## src/design/ebml_pkg.sv

```systemverilog
// ----------------------------------------------------------------------------
// ebml_pkg
// Shared types, constants and decode helpers for the EBML element header
// parser.
// ----------------------------------------------------------------------------
`default_nettype none

package ebml_pkg;

  localparam int NUM_CONT       = 8;
  localparam int CFG_IDX_W      = $clog2(NUM_CONT);
  localparam int MAX_ID_BYTES   = 4;
  localparam int MAX_SIZE_BYTES = 8;

  // Reset values of the container ID registers, entry 0 in the low word.
  localparam logic [NUM_CONT-1:0][31:0] CONT_ID_RESET = {
    32'h0000_00E1,  // Audio
    32'h0000_00E0,  // Video
    32'h0000_00AE,  // TrackEntry
    32'h1549_A966,  // Segment Info
    32'h1654_AE6B,  // Tracks
    32'h1F43_B675,  // Cluster
    32'h1853_8067,  // Segment
    32'h1A45_DFA3   // EBML header
  };

  typedef enum logic [1:0] {
    PH_ID_FIRST = 2'd0,
    PH_ID_MORE  = 2'd1,
    PH_SIZE     = 2'd2,
    PH_PAYLOAD  = 2'd3
  } phase_t;

  typedef enum logic [1:0] {
    KIND_HEADER  = 2'd0,
    KIND_PAYLOAD = 2'd1,
    KIND_ERROR   = 2'd2
  } kind_t;

  typedef struct packed {
    kind_t        kind;
    logic [31:0]  elem_id;
    logic [2:0]   id_length;
    logic [55:0]  data_size;
    logic [3:0]   size_length;
    logic         size_unknown;
    logic         is_container;
    logic [7:0]   payload_byte;
    logic         payload_last;
  } result_t;

  // Length given by the leading zeros of a first vint byte: 1..8, 9 for zero.
  function automatic logic [3:0] vint_len(input logic [7:0] b);
    logic [3:0] n;
    n = 4'd9;
    if (b[7])      n = 4'd1;
    else if (b[6]) n = 4'd2;
    else if (b[5]) n = 4'd3;
    else if (b[4]) n = 4'd4;
    else if (b[3]) n = 4'd5;
    else if (b[2]) n = 4'd6;
    else if (b[1]) n = 4'd7;
    else if (b[0]) n = 4'd8;
    return n;
  endfunction

  // All value bits set for a size of n bytes: 7*n ones.
  function automatic logic [55:0] size_ones(input logic [3:0] n);
    logic [55:0] m;
    case (n)
      4'd1:    m = 56'h00_0000_0000_007F;
      4'd2:    m = 56'h00_0000_0000_3FFF;
      4'd3:    m = 56'h00_0000_001F_FFFF;
      4'd4:    m = 56'h00_0000_0FFF_FFFF;
      4'd5:    m = 56'h00_0007_FFFF_FFFF;
      4'd6:    m = 56'h00_03FF_FFFF_FFFF;
      4'd7:    m = 56'h01_FFFF_FFFF_FFFF;
      4'd8:    m = 56'hFF_FFFF_FFFF_FFFF;
      default: m = 56'h0;
    endcase
    return m;
  endfunction

endpackage

`default_nettype wire

```

## src/design/ebml_element_header_parser_core.sv

```systemverilog
// ----------------------------------------------------------------------------
// ebml_element_header_parser_core
// Byte-at-a-time EBML element header parser with container descent and
// payload pass-through.
// ----------------------------------------------------------------------------
// Usage:
//   Stream bytes enter on in_valid/in_byte and are taken on a clock edge with
//   in_valid high and in_stall low. Each byte yields zero or one result beat
//   on the out_ channel: a header when the last size byte arrives, a payload
//   byte for elements that are not descended into, or an error for a bad
//   first ID or size byte. Bytes in the middle of a header give no beat.
//   The container ID table is written on cfg_valid with cfg_index and
//   cfg_data; cfg_ready is always high. Write it only while the parser idles.
//   An accepted byte's result beat is registered in the output or skid
//   register, and one byte is taken every cycle while in_stall is low. All
//   decoding is combinational between the header state and output registers.
//   A two-entry output buffer (output register plus skid register) lets the
//   parser take a byte while a result waits; in_stall rises only once the
//   skid register is full, so a stalled receiver costs at most two beats of
//   buffering before the input is held off.
//   Reset clears the buffer, returns the parser to the first ID byte and
//   loads the default container IDs.
// ----------------------------------------------------------------------------
`default_nettype none

module ebml_element_header_parser_core
  import ebml_pkg::*;
(
  input  wire logic                 clk,
  input  wire logic                 rst_n,
  // Stream input
  input  wire logic                 in_valid,
  output logic                      in_stall,
  input  wire logic [7:0]           in_byte,
  // Results
  output logic                      out_valid,
  input  wire logic                 out_stall,
  output logic [1:0]                out_kind,
  output logic [31:0]               out_elem_id,
  output logic [2:0]                out_id_length,
  output logic [55:0]               out_data_size,
  output logic [3:0]                out_size_length,
  output logic                      out_size_unknown,
  output logic                      out_is_container,
  output logic [7:0]                out_payload_byte,
  output logic                      out_payload_last,
  // Configuration
  input  wire logic                 cfg_valid,
  output logic                      cfg_ready,
  input  wire logic [CFG_IDX_W-1:0] cfg_index,
  input  wire logic [31:0]          cfg_data
);

  // Configuration registers
  logic [NUM_CONT-1:0][31:0] cont_id_r, cont_id_nxt;

  // Parser state
  phase_t      phase_r, phase_nxt;
  logic [31:0] id_accum_r, id_accum_nxt;
  logic [2:0]  id_len_r, id_len_nxt;
  logic [2:0]  id_left_r, id_left_nxt;
  logic [55:0] size_accum_r, size_accum_nxt;
  logic [3:0]  size_len_r, size_len_nxt;
  logic [3:0]  size_left_r, size_left_nxt;
  logic [55:0] payload_left_r, payload_left_nxt;

  // Output buffer
  result_t out_r, out_nxt;
  result_t skid_r, skid_nxt;
  logic    out_valid_r, out_valid_nxt;
  logic    skid_valid_r, skid_valid_nxt;

  // Decode of the current byte
  logic        accept;
  logic [3:0]  vlen;
  logic        id_err;
  logic        size_first;
  logic        size_err;
  logic [55:0] size_acc_new;
  logic [3:0]  size_len_new;
  logic [3:0]  size_left_new;
  logic [2:0]  id_left_new;
  logic        hdr_done;
  logic        unknown;
  logic        cont;
  logic        pay_last;
  result_t     res;
  logic        res_valid;
  logic        out_ready;

  assign accept    = in_valid && !in_stall;
  assign in_stall  = skid_valid_r;
  assign cfg_ready = 1'b1;

  always_comb begin
    vlen          = vint_len(in_byte);
    id_err        = (vlen > 4'(MAX_ID_BYTES));
    size_first    = (size_len_r == 4'd0);
    size_err      = size_first && (vlen > 4'(MAX_SIZE_BYTES));
    id_left_new   = id_left_r - 3'd1;
    if (size_first) begin
      size_len_new  = vlen;
      size_left_new = vlen - 4'd1;
      size_acc_new  = {48'h0, in_byte & ((8'h80 >> 3'(vlen - 4'd1)) - 8'd1)};
    end else begin
      size_len_new  = size_len_r;
      size_left_new = size_left_r - 4'd1;
      size_acc_new  = {size_accum_r[47:0], in_byte};
    end
    hdr_done = (phase_r == PH_SIZE) && !size_err && (size_left_new == 4'd0);
    unknown  = (size_acc_new == size_ones(size_len_new));
    cont     = unknown;
    for (int i = 0; i < NUM_CONT; i++) begin
      if (cont_id_r[i] == id_accum_r) cont = 1'b1;
    end
    pay_last = (payload_left_r <= 56'd1);
  end

  // Next state
  always_comb begin
    phase_nxt        = phase_r;
    id_accum_nxt     = id_accum_r;
    id_len_nxt       = id_len_r;
    id_left_nxt      = id_left_r;
    size_accum_nxt   = size_accum_r;
    size_len_nxt     = size_len_r;
    size_left_nxt    = size_left_r;
    payload_left_nxt = payload_left_r;
    if (accept) begin
      case (phase_r)
        PH_ID_FIRST: begin
          if (!id_err) begin
            id_accum_nxt = {24'h0, in_byte};
            id_len_nxt   = 3'(vlen);
            id_left_nxt  = 3'(vlen - 4'd1);
            size_len_nxt = 4'd0;
            phase_nxt    = (vlen != 4'd1) ? PH_ID_MORE : PH_SIZE;
          end
        end
        PH_ID_MORE: begin
          id_accum_nxt = {id_accum_r[23:0], in_byte};
          id_left_nxt  = id_left_new;
          if (id_left_new == 3'd0) begin
            size_len_nxt = 4'd0;
            phase_nxt    = PH_SIZE;
          end
        end
        PH_SIZE: begin
          if (size_err) begin
            phase_nxt = PH_ID_FIRST;
          end else begin
            size_accum_nxt = size_acc_new;
            size_len_nxt   = size_len_new;
            size_left_nxt  = size_left_new;
            if (hdr_done) begin
              if (cont || size_acc_new == 56'd0) begin
                phase_nxt = PH_ID_FIRST;
              end else begin
                payload_left_nxt = size_acc_new;
                phase_nxt        = PH_PAYLOAD;
              end
            end
          end
        end
        PH_PAYLOAD: begin
          if (pay_last) begin
            payload_left_nxt = 56'd0;
            phase_nxt        = PH_ID_FIRST;
          end else begin
            payload_left_nxt = payload_left_r - 56'd1;
          end
        end
        default: phase_nxt = PH_ID_FIRST;
      endcase
    end
  end

  // Result of the current byte
  always_comb begin
    res       = '0;
    res_valid = 1'b0;
    case (phase_r)
      PH_ID_FIRST: begin
        if (id_err) begin
          res.kind  = KIND_ERROR;
          res_valid = accept;
        end
      end
      PH_SIZE: begin
        if (size_err) begin
          res.kind  = KIND_ERROR;
          res_valid = accept;
        end else if (hdr_done) begin
          res.kind         = KIND_HEADER;
          res.elem_id      = id_accum_r;
          res.id_length    = id_len_r;
          res.data_size    = size_acc_new;
          res.size_length  = size_len_new;
          res.size_unknown = unknown;
          res.is_container = cont;
          res_valid        = accept;
        end
      end
      PH_PAYLOAD: begin
        res.kind         = KIND_PAYLOAD;
        res.payload_byte = in_byte;
        res.payload_last = pay_last;
        res_valid        = accept;
      end
      default: res_valid = 1'b0;
    endcase
  end

  // Output register with skid stage. No byte is taken while the skid is full.
  always_comb begin
    out_ready      = !out_valid_r || !out_stall;
    out_nxt        = out_r;
    out_valid_nxt  = out_valid_r;
    skid_nxt       = skid_r;
    skid_valid_nxt = skid_valid_r;
    if (skid_valid_r) begin
      if (out_ready) begin
        out_nxt        = skid_r;
        out_valid_nxt  = 1'b1;
        skid_valid_nxt = 1'b0;
      end
    end else if (out_ready) begin
      out_nxt       = res;
      out_valid_nxt = res_valid;
    end else if (res_valid) begin
      skid_nxt       = res;
      skid_valid_nxt = 1'b1;
    end
  end

  always_comb begin
    cont_id_nxt = cont_id_r;
    if (cfg_valid && cfg_ready) begin
      cont_id_nxt[cfg_index] = cfg_data;
    end
  end

  always_ff @(posedge clk) begin
    if (!rst_n) begin
      cont_id_r      <= CONT_ID_RESET;
      phase_r        <= PH_ID_FIRST;
      id_accum_r     <= '0;
      id_len_r       <= '0;
      id_left_r      <= '0;
      size_accum_r   <= '0;
      size_len_r     <= '0;
      size_left_r    <= '0;
      payload_left_r <= '0;
      out_valid_r    <= 1'b0;
      skid_valid_r   <= 1'b0;
    end else begin
      cont_id_r      <= cont_id_nxt;
      phase_r        <= phase_nxt;
      id_accum_r     <= id_accum_nxt;
      id_len_r       <= id_len_nxt;
      id_left_r      <= id_left_nxt;
      size_accum_r   <= size_accum_nxt;
      size_len_r     <= size_len_nxt;
      size_left_r    <= size_left_nxt;
      payload_left_r <= payload_left_nxt;
      out_valid_r    <= out_valid_nxt;
      skid_valid_r   <= skid_valid_nxt;
    end
  end

  always_ff @(posedge clk) begin
    out_r  <= out_nxt;
    skid_r <= skid_nxt;
  end

  assign out_valid        = out_valid_r;
  assign out_kind         = out_r.kind;
  assign out_elem_id      = out_r.elem_id;
  assign out_id_length    = out_r.id_length;
  assign out_data_size    = out_r.data_size;
  assign out_size_length  = out_r.size_length;
  assign out_size_unknown = out_r.size_unknown;
  assign out_is_container = out_r.is_container;
  assign out_payload_byte = out_r.payload_byte;
  assign out_payload_last = out_r.payload_last;

  // The skid register only fills behind a held output beat.
  a_skid_behind_out: assert property (@(posedge clk) disable iff (!rst_n)
    skid_valid_r |-> out_valid_r)
    else $error("skid register holds a beat while the output register is empty");

  // Reset leaves no result beat behind.
  a_reset_empties: assert property (@(posedge clk)
    !rst_n |=> !out_valid_r && !skid_valid_r)
    else $error("result beat present right after reset");

  // Payload phase always has at least one byte left to pass.
  a_payload_count: assert property (@(posedge clk) disable iff (!rst_n)
    phase_r == PH_PAYLOAD |-> payload_left_r != 56'd0)
    else $error("payload phase with no bytes left");

  // Only payload beats carry a last mark.
  a_last_on_payload: assert property (@(posedge clk) disable iff (!rst_n)
    out_valid_r && out_r.payload_last |-> out_r.kind == KIND_PAYLOAD)
    else $error("last mark on a beat that is not payload");

endmodule

`default_nettype wire

```

## config.mk

```make
export PLATFORM = sky130hd
export DESIGN_NAME = ebml_element_header_parser_core
export DESIGN_NICKNAME = d
export VERILOG_FILES = /design/src/design/ebml_pkg.sv /design/src/design/ebml_element_header_parser_core.sv
export SDC_FILE = /design/constraint.sdc
export NUM_CORES = 1
export LEC_CHECK = 0
export ABC_AREA = 1
export ABC_CLOCK_PERIOD_IN_PS = 10500
export BUFFER_PORTS_ARGS = -buffer_cell sky130_fd_sc_hd__clkbuf_2
export CORE_AREA = 2 2 311 282
export CTS_CLUSTER_SIZE = 30
export DETAILED_ROUTE_END_ITERATION = 8
export DIE_AREA = 0 0 313 284
export PLACE_DENSITY = 0.61
export SKIP_CTS_REPAIR_TIMING = 1
export SYNTH_ARGS = -nofsm -noshare
export SYNTH_HDL_FRONTEND = slang
export SYNTH_SLANG_ARGS = --single-unit
export TNS_END_PERCENT = 1
```

## constraint.sdc

```tcl
create_clock -name clk -period 10.5 [get_ports clk]
set_input_delay 1.05 -clock clk [delete_from_list [all_inputs] [get_ports clk]]
set_output_delay 1.05 -clock clk [all_outputs]
set_load 0.01 [all_outputs]
```

==> key figures, run 1 <==
Clock network
  • Max Root-Sink Buffers: 3
  • Cts bufs inserted: 71
  • H-tree lvl count: 3
  • Reg clk slew, reported paths: 0.06 ns
  • Clock Tree Root: clkbuf_16
  • Clk Latency, worst-skew pair: 0.64 ns
  • CTS tree: yes
  • Clk sinks: 626

Synthesis
  • Share of the synthesized area in the top cell type: 27.6%
  • Sequential area share after synthesis: 49.5%
  • Synth cell types: 51
  • Cell taking the most area after synthesis: dfxtp_1
  • Post-synth design cell area: 29700 um^2
  • Number of flops mapped to enable cells by yosys: 216
  • YS warnings: 0
  • Synthesized instance count: 3721
  • Ys flop type: dfxtp_1
  • Syn avg cell area: 7.98 um^2
  • Yosys reg bits: 626
  • Post-synth ARST share: 0%
  • Syn Nets: 3781
  • Top area cells in the synthesized netlist: dfxtp_1, edfxtp_1, nand2_1

STA
  • Slew HR: 16.5%
  • Period utilisation layout: 46.1%
  • Final Slew Violations: 0
  • Final setup viols: 0
  • Fmax: 207 MHz
  • Final WS setup: 5.66 ns
  • Final hold slack: 0.475 ns
  • Clock Skew: 0.0441 ns
  • Unrepaired setup endpoints after global routing: false
  • Period minus WS final: 4.84 ns
  • Final hold violation count: 0
  • TNS Setup: 0 ns
  • Worst-Margin Slew: 1.25 ns

Floorplan
  • Horiz. Die Dim: 313 um
  • Cell Rows: 102
  • Area of the core: 85600 um^2
  • DIE AREA: 88900 um^2
  • Initial Utilization: 34.7%
  • Die Y: 284 um
  • Num ports: 159

Power and ir drop
  • Static leakage: 14.4 nW
  • Cell Pwr Density: 221 nW/um^2
  • Post-route total power: 7.40 mW
  • VDD IR max: 0.000121 V

Finish
  • Layout net count: 3794
  • Layout Cells excl Fill: 4934
  • Syn-to-layout area delta: 13.0%
  • Fillers: 8617
  • Most frequent cells in the layout: nand2_1, nor2_1, dfxtp_1, o21ai_0, edfxtp_1
  • Ratio of cells with drive above 1 in the final layout: 10.7%
  • Inserted Diodes: 0
  • Commonest non-fill, non-tap cell in the layout: nand2_1

Setup path
  • Crit-path max FO: 62
  • WP data required: 10.99 ns
  • CP max-delay cell: buf_4
  • CP top delay family: simple AND/OR/NAND/NOR gates
  • WS Path Type: in -> reg
  • Buf+Inv Stages, Crit Path: 7
  • Slowest cell delay on critical path: 0.72 ns
  • Worst setup EP type: flop
  • Crit path arrival time: 5.33 ns
  • Most Frequent Cell on Critical Path: nand2_1
  • Critical Path Source Type: input port

Placed design
  • Placer Congestion: 0.901
  • Place WS: 5.13 ns
  • Post-DP HPWL: 58.2 mm
  • I/O Buffers: 157
  • Inst Count DP: 4805

Routing
  • Final wirelength: 89.1 mm
  • DRC: 0
  • Total vias in the final route: 24832
  • Drt pass-1 iters: 5
  • Post-route ant nets: 0
  • WL/cell: 18.1 um
  • Vias/cell: 5.03
  • First-iteration detailed-routing DRC count: 2586

Global routing
  • Largest net degree at the start of global routing: 217
  • Global-route wire length before repair: 137 mm
  • Vias in the first global route: 22965
  • Remaining global-route overflow: 0
  • Initial antenna violation count: 6
  • All-Layer GR Usage: 19.5%

Run status
  • Status: finished, final reports clean

Min path
  • Hold WC Path Type: reg -> reg

Flow run
  • Maxcap violations: 0
==> path summary, 6_finish.rpt <==
| check | from | end | slack, ns | cells past startpoint |
|---|---|---|---|---|
| min reg2reg | cont_id_r[33]$_SDFFE_PN1P_ | cont_id_r[33]$_SDFFE_PN1P_ | 0.48 | 2 |
| min | cont_id_r[33]$_SDFFE_PN1P_ | cont_id_r[33]$_SDFFE_PN1P_ | 0.48 | 2 |
| max reg2reg | size_len_r[0]$_SDFFE_PN0P_ | payload_left_r[18]$_SDFFE_PN0P_ | 5.76 | 20 |
| max | in_byte[1] | payload_left_r[18]$_SDFFE_PN0P_ | 5.66 | 34 |
==> flip-flops by register name, summed over array words and instances, names as in the netlist, 3 cells and up <==
register and cells:
cont_id_r 256, skid_r 108, out_data_size 56, payload_left_r 56, size_accum_r 48, id_accum_r 32
out_elem_id 32, out_payload_byte 8, out_size_length 4, size_left_r 4, size_len_r 4, id_left_r 3
id_len_r 3, out_id_length 3
==> metal layers <==
layer  global-route usage, %  up-vias  share of wire (%)
met5                       0        -              0.094
met1                    28.5    11739                 46
met3                    3.77      130                8.0
met2                    29.4      848                 43
li1                        -    12103                  -
met4                    4.92       12                2.0
==> cell usage after synthesis, types with 14 or more instances <==
master,instances
nand2_1,787
nor2_1,690
dfxtp_1,410
o21ai_0,239
edfxtp_1,216
inv_1,188
xnor2_1,182
nand3_1,166
clkbuf_1,150
a21oi_1,132
xor2_1,106
nand4_1,73
buf_2,45
a21oi_2,40
nor3_1,38
nor4_1,36
o22ai_1,34
clkbuf_2,29
nand3b_1,26
buf_1,16
inv_2,14
==> cells by family after synthesis <==
logic type | Yosys count | share of synthesized area (%)
compound gates | 483 | 9.16
xor+xnor | 288 | 8.49
fa+ha+maj | 12 | 0.506
buf+inv | 454 | 6.32
flops | 626 | 49.5
other cells | 1 | 0.0126
simple gates | 1857 | 26.0
==> worst reg2reg max path, stage by stage (launching register included) <==
cell     delay, ns
dfxtp_1       0.33
nor2_2        0.14
nand3_2       0.07
buf_4         0.28
inv_2         0.67
nand3_1       0.25
nand2_1       0.24
inv_2         0.09
nand3_2       0.19
nand2_1       0.16
o21ai_0       0.33
nor2_1        0.08
nand2_1       0.07
nor2_1        0.05
nand2_2       0.10
nand3_2       0.10
nand2_4       0.41
buf_4         0.73
nand3_1       0.18
nand2_1       0.10
nor2_1        0.05
==> area by class of cell <==
class / instances / area, um^2 / area share, %
Clock buffer: 94 / 1960 / 5.83
Tap cell: 1144 / 1430 / 4.27
Clock inverter: 35 / 467 / 1.39
Inverter: 204 / 767 / 2.29
Sequential cell: 626 / 14700 / 43.8
Multi-Input combinational cell: 2641 / 13200 / 39.3
Timing Repair Buffer: 190 / 1060 / 3.15
==> report_power, final <==
group | switching [mW] | internal [mW] | leakage [nW]
sequential | 0.147 | 2.66 | 5.45
combinational | 1.34 | 0.690 | 7.74
clock | 1.06 | 1.51 | 1.18
==> per-stage QoR <==
stage          cell area [um^2]  utilization, %
2_1_floorplan             29700               -
5_1_grt                   33600            39.2
3_3_place_gp              31100            36.4
4_1_cts                   33600            39.2
3_5_place_dp              31100            36.4
6_report                  33600            39.2
Note: power is estimated with default switching activity, not from simulation.
==> run 2, diff against run 1 <==
ABC_CLOCK_PERIOD_IN_PS = 4950   (was 10500)
clock period = 4.95 ns   (was 10.5 ns; I/O delays follow)
==> run 2 against run 1 <==
  * Non-clock buffer count up 19
  * Cell area increased by 0.36%
  * Global-route usage is 0.14 points higher
  * Final cell count increased by 0.41%
  * Critical path depth fell by 19
  * Via count increased by 0.12%
  * First-iteration DRC count down 4.3%
  * Highest routed layer unchanged
  * Die area unchanged
  * Sequential power up 110%
  * Total power grew 110%
  * Utilization increased by 0.14 points
  * Hold slack got worse by 0.28 ns
==> key figures, run 2 (synthesis gave the netlist of run 1 again) <==
Finish
  • Largest regs: cont_id_r (256), skid_r (108)
  • Layout net count: 3814 (+0.53%)
  • Register area: 14700 um^2 (unchanged)
  • Ratio of cells with drive above 1 in the final layout: 11.3% (+0.58 points)
  • Fillers: 8623 (+0.070%)
  • Max reg flops: 256 (unchanged)
  • Syn-to-layout area delta: 13.4%
  • Most frequent cells in the layout: nand2_1, nor2_1, dfxtp_1, o21ai_0, edfxtp_1
  • Commonest non-fill, non-tap cell in the layout: nand2_1
  • Final Core Density: 39.3% (+0.14 points)
  • Cell area after layout: 33700 um^2 (+0.36%)
  • Area occupied by multi-input gates: 13200 um^2 (+0.29%)
  • Layout Cells excl Fill: 4954 (+0.41%)
  • Top reg by flops: cont_id_r

Clock network
  • Cts bufs inserted: 72 (+1.4%)
  • Reg clk slew, reported paths: 0.06 ns (about the same)
  • Clk Latency, worst-skew pair: 0.64 ns (about the same)
  • H-tree lvl count: 3 (unchanged)
  • Clock Tree Root: clkbuf_16
  • Clk sinks: 626 (unchanged)
  • CTS tree: yes
  • Max Root-Sink Buffers: 3 (unchanged)

Placed design
  • Inst Count DP: 4824 (+0.40%)
  • I/O Buffers: 157 (unchanged)
  • DP Area: 31400 um^2 (+0.86%)
  • Post-DP HPWL: 59.2 mm (+1.8%)
  • Place WS: 0.741 ns (-4.39 ns)
  • Placer Congestion: 0.903 (+0.22%)

STA
  • Clock Skew: 0.0506 ns (+0.00647 ns)
  • TNS Setup: 0 ns (unchanged)
  • Fmax: 264 MHz
  • Final Slew Violations: 0 (unchanged)
  • Final hold violation count: 0 (unchanged)
  • Unrepaired setup endpoints after global routing: false
  • Worst-Margin Slew: 1.19 ns (-0.0587 ns)
  • Final setup viols: 0 (unchanged)
  • Period minus WS final: 3.79 ns
  • Final WS setup: 1.16 ns (-4.49 ns)
  • Period utilisation layout: 76.5%
  • Final hold slack: 0.193 ns (-0.282 ns)
  • Slew HR: 20.4% (+3.9 points)

Min path
  • Worst Hold Launch: in_byte[5]
  • Hold endpoint: id_accum_r[5]$_SDFFE_PN0P_
  • Hold WC Path Type: in -> reg
  • Hold path depth: 3 (+1)

Floorplan
  • Num ports: 159 (unchanged)
  • DIE AREA: 88900 um^2 (unchanged)
  • Area of the core: 85600 um^2 (unchanged)
  • Cell Rows: 102 (unchanged)
  • Initial Utilization: 34.7% (unchanged)
  • Horiz. Die Dim: 313 um (unchanged)
  • Die Y: 284 um (unchanged)

Setup path
  • Worst reg2reg startpoint: payload_left_r[0]$_SDFFE_PN0P_
  • Worst R2R Path Depth: 15 (-25%)
  • Worst R2R End: payload_left_r[54]$_SDFFE_PN0P_
  • WP data required: 5.44 ns (-5.55 ns)
  • Worst setup EP type: flop
  • WS Path Type: reg -> reg
  • Crit-path max FO: 25 (-60%)
  • Critical Path Source Type: flop
  • Crit path arrival time: 4.27 ns (-1.06 ns)
  • R2r setup slk: 1.16 ns (-4.60 ns)

Power and ir drop
  • Post-route total power: 15.4 mW (+110%)
  • Static leakage: 14.4 nW (+0.49%)
  • Flop pwr share: 38.7% (+0.8 points)
  • Internal power: 10.1 mW (+110%)
  • Sw frac: 34.8% (+0.39 points)
  • Combinational share of power: 27.8% (+0.3 points)
  • Clk network pwr share: 33.5% (-1.1 points)
  • Net Sw Power: 5.37 mW (+110%)
  • Cell Pwr Density: 459 nW/um^2 (+110%)
  • VDD IR max: 0.000259 V (+120%)

Routing
  • Post-route ant nets: 0 (unchanged)
  • First-iteration detailed-routing DRC count: 2474 (-4.3%)
  • WL/cell: 18.1 um (about the same)
  • Final wirelength: 89.5 mm (+0.50%)
  • Total vias in the final route: 24862 (+0.12%)
  • DRC: 0 (unchanged)
  • Vias/cell: 5.02 (-0.28%)
  • Drt pass-1 iters: 5 (unchanged)

Global routing
  • Remaining global-route overflow: 0 (unchanged)
  • Largest net degree at the start of global routing: 215 (-0.92%)
  • Initial antenna violation count: 7 (+1)
  • Global-route wire length before repair: 138 mm (+0.19%)
  • All-Layer GR Usage: 19.7% (+0.14 points)
  • Vias in the first global route: 23013 (+0.21%)

Flow run
  • Maxcap violations: 0 (unchanged)

Run status
  • Status: finished, final reports clean
## run 2: cell count changes in the layout (fill, tap and decap cells not counted), moves of 3 or more
| cell | delta |
|---|---|
| inv_1 | -3 |
| clkinv_8 | -3 |
| bufinv_16 | -6 |
| nand2_2 | +5 |
| clkbuf_1 | +7 |
| buf_4 | +13 |
| nand2_1 | -5 |
| buf_12 | +6 |
## run 2: power groups by stage
stage	combinational [mW]	clock, mW	sequential [mW]
2_1_floorplan	3.22	0	5.97
3_3_place_gp	4.21	0	6.07
3_5_place_dp	4.23	0	6.07
4_1_cts	4.26	5.27	5.96
5_1_grt	4.77	5.47	6.01
6_report	4.30	5.18	5.97
## run 2: worst max path at each step
| stage | startpoint | endpoint | cells after the start |
|---|---|---|---|
| after floorplan | in_byte[1] | skid_r[0]$_DFFE_PP_ | 22 |
| after global placement | in_byte[1] | payload_left_r[49]$_SDFFE_PN0P_ | 32 |
| after detailed placement | in_byte[1] | payload_left_r[45]$_SDFFE_PN0P_ | 32 |
| after CTS | payload_left_r[0]$_SDFFE_PN0P_ | payload_left_r[32]$_SDFFE_PN0P_ | 15 |
| after global routing | payload_left_r[0]$_SDFFE_PN0P_ | payload_left_r[54]$_SDFFE_PN0P_ | 15 |
| final | payload_left_r[0]$_SDFFE_PN0P_ | payload_left_r[54]$_SDFFE_PN0P_ | 15 |
## run 2: area by class of cell
type | count | area share (%)
Antenna cell | 1 | 0.00743
Clock buffer | 103 | 6.02
Clock inverter | 26 | 0.732
Inverter | 204 | 2.31
Multi-Input combinational cell | 2641 | 39.3
Sequential cell | 626 | 43.6
Tap cell | 1144 | 4.25
Timing Repair Buffer | 209 | 3.78
## run 2: critical path: stages (launching register included)
cell and delay [ns]:
dfxtp_1 0.34, inv_1 0.09, ha_1 0.26, nand2_1 0.15
nor2_2 0.29, nand3_1 0.19, inv_1 0.09, nand4_1 0.07
o41ai_1 0.09, inv_1 0.17, nand2_1 0.76, clkinv_1 0.59
a22oi_1 0.30, nand3_1 0.10, nand2_1 0.09, nor2_1 0.05
## run 2: metal layers
metal	vias to the layer above	global-route usage, %	routed length, um
met5	-	0	56
met4	10	6.18	2460
met3	164	3.84	7100
met2	857	29.1	38400
met1	11670	28.6	41600
li1	12161	-	-
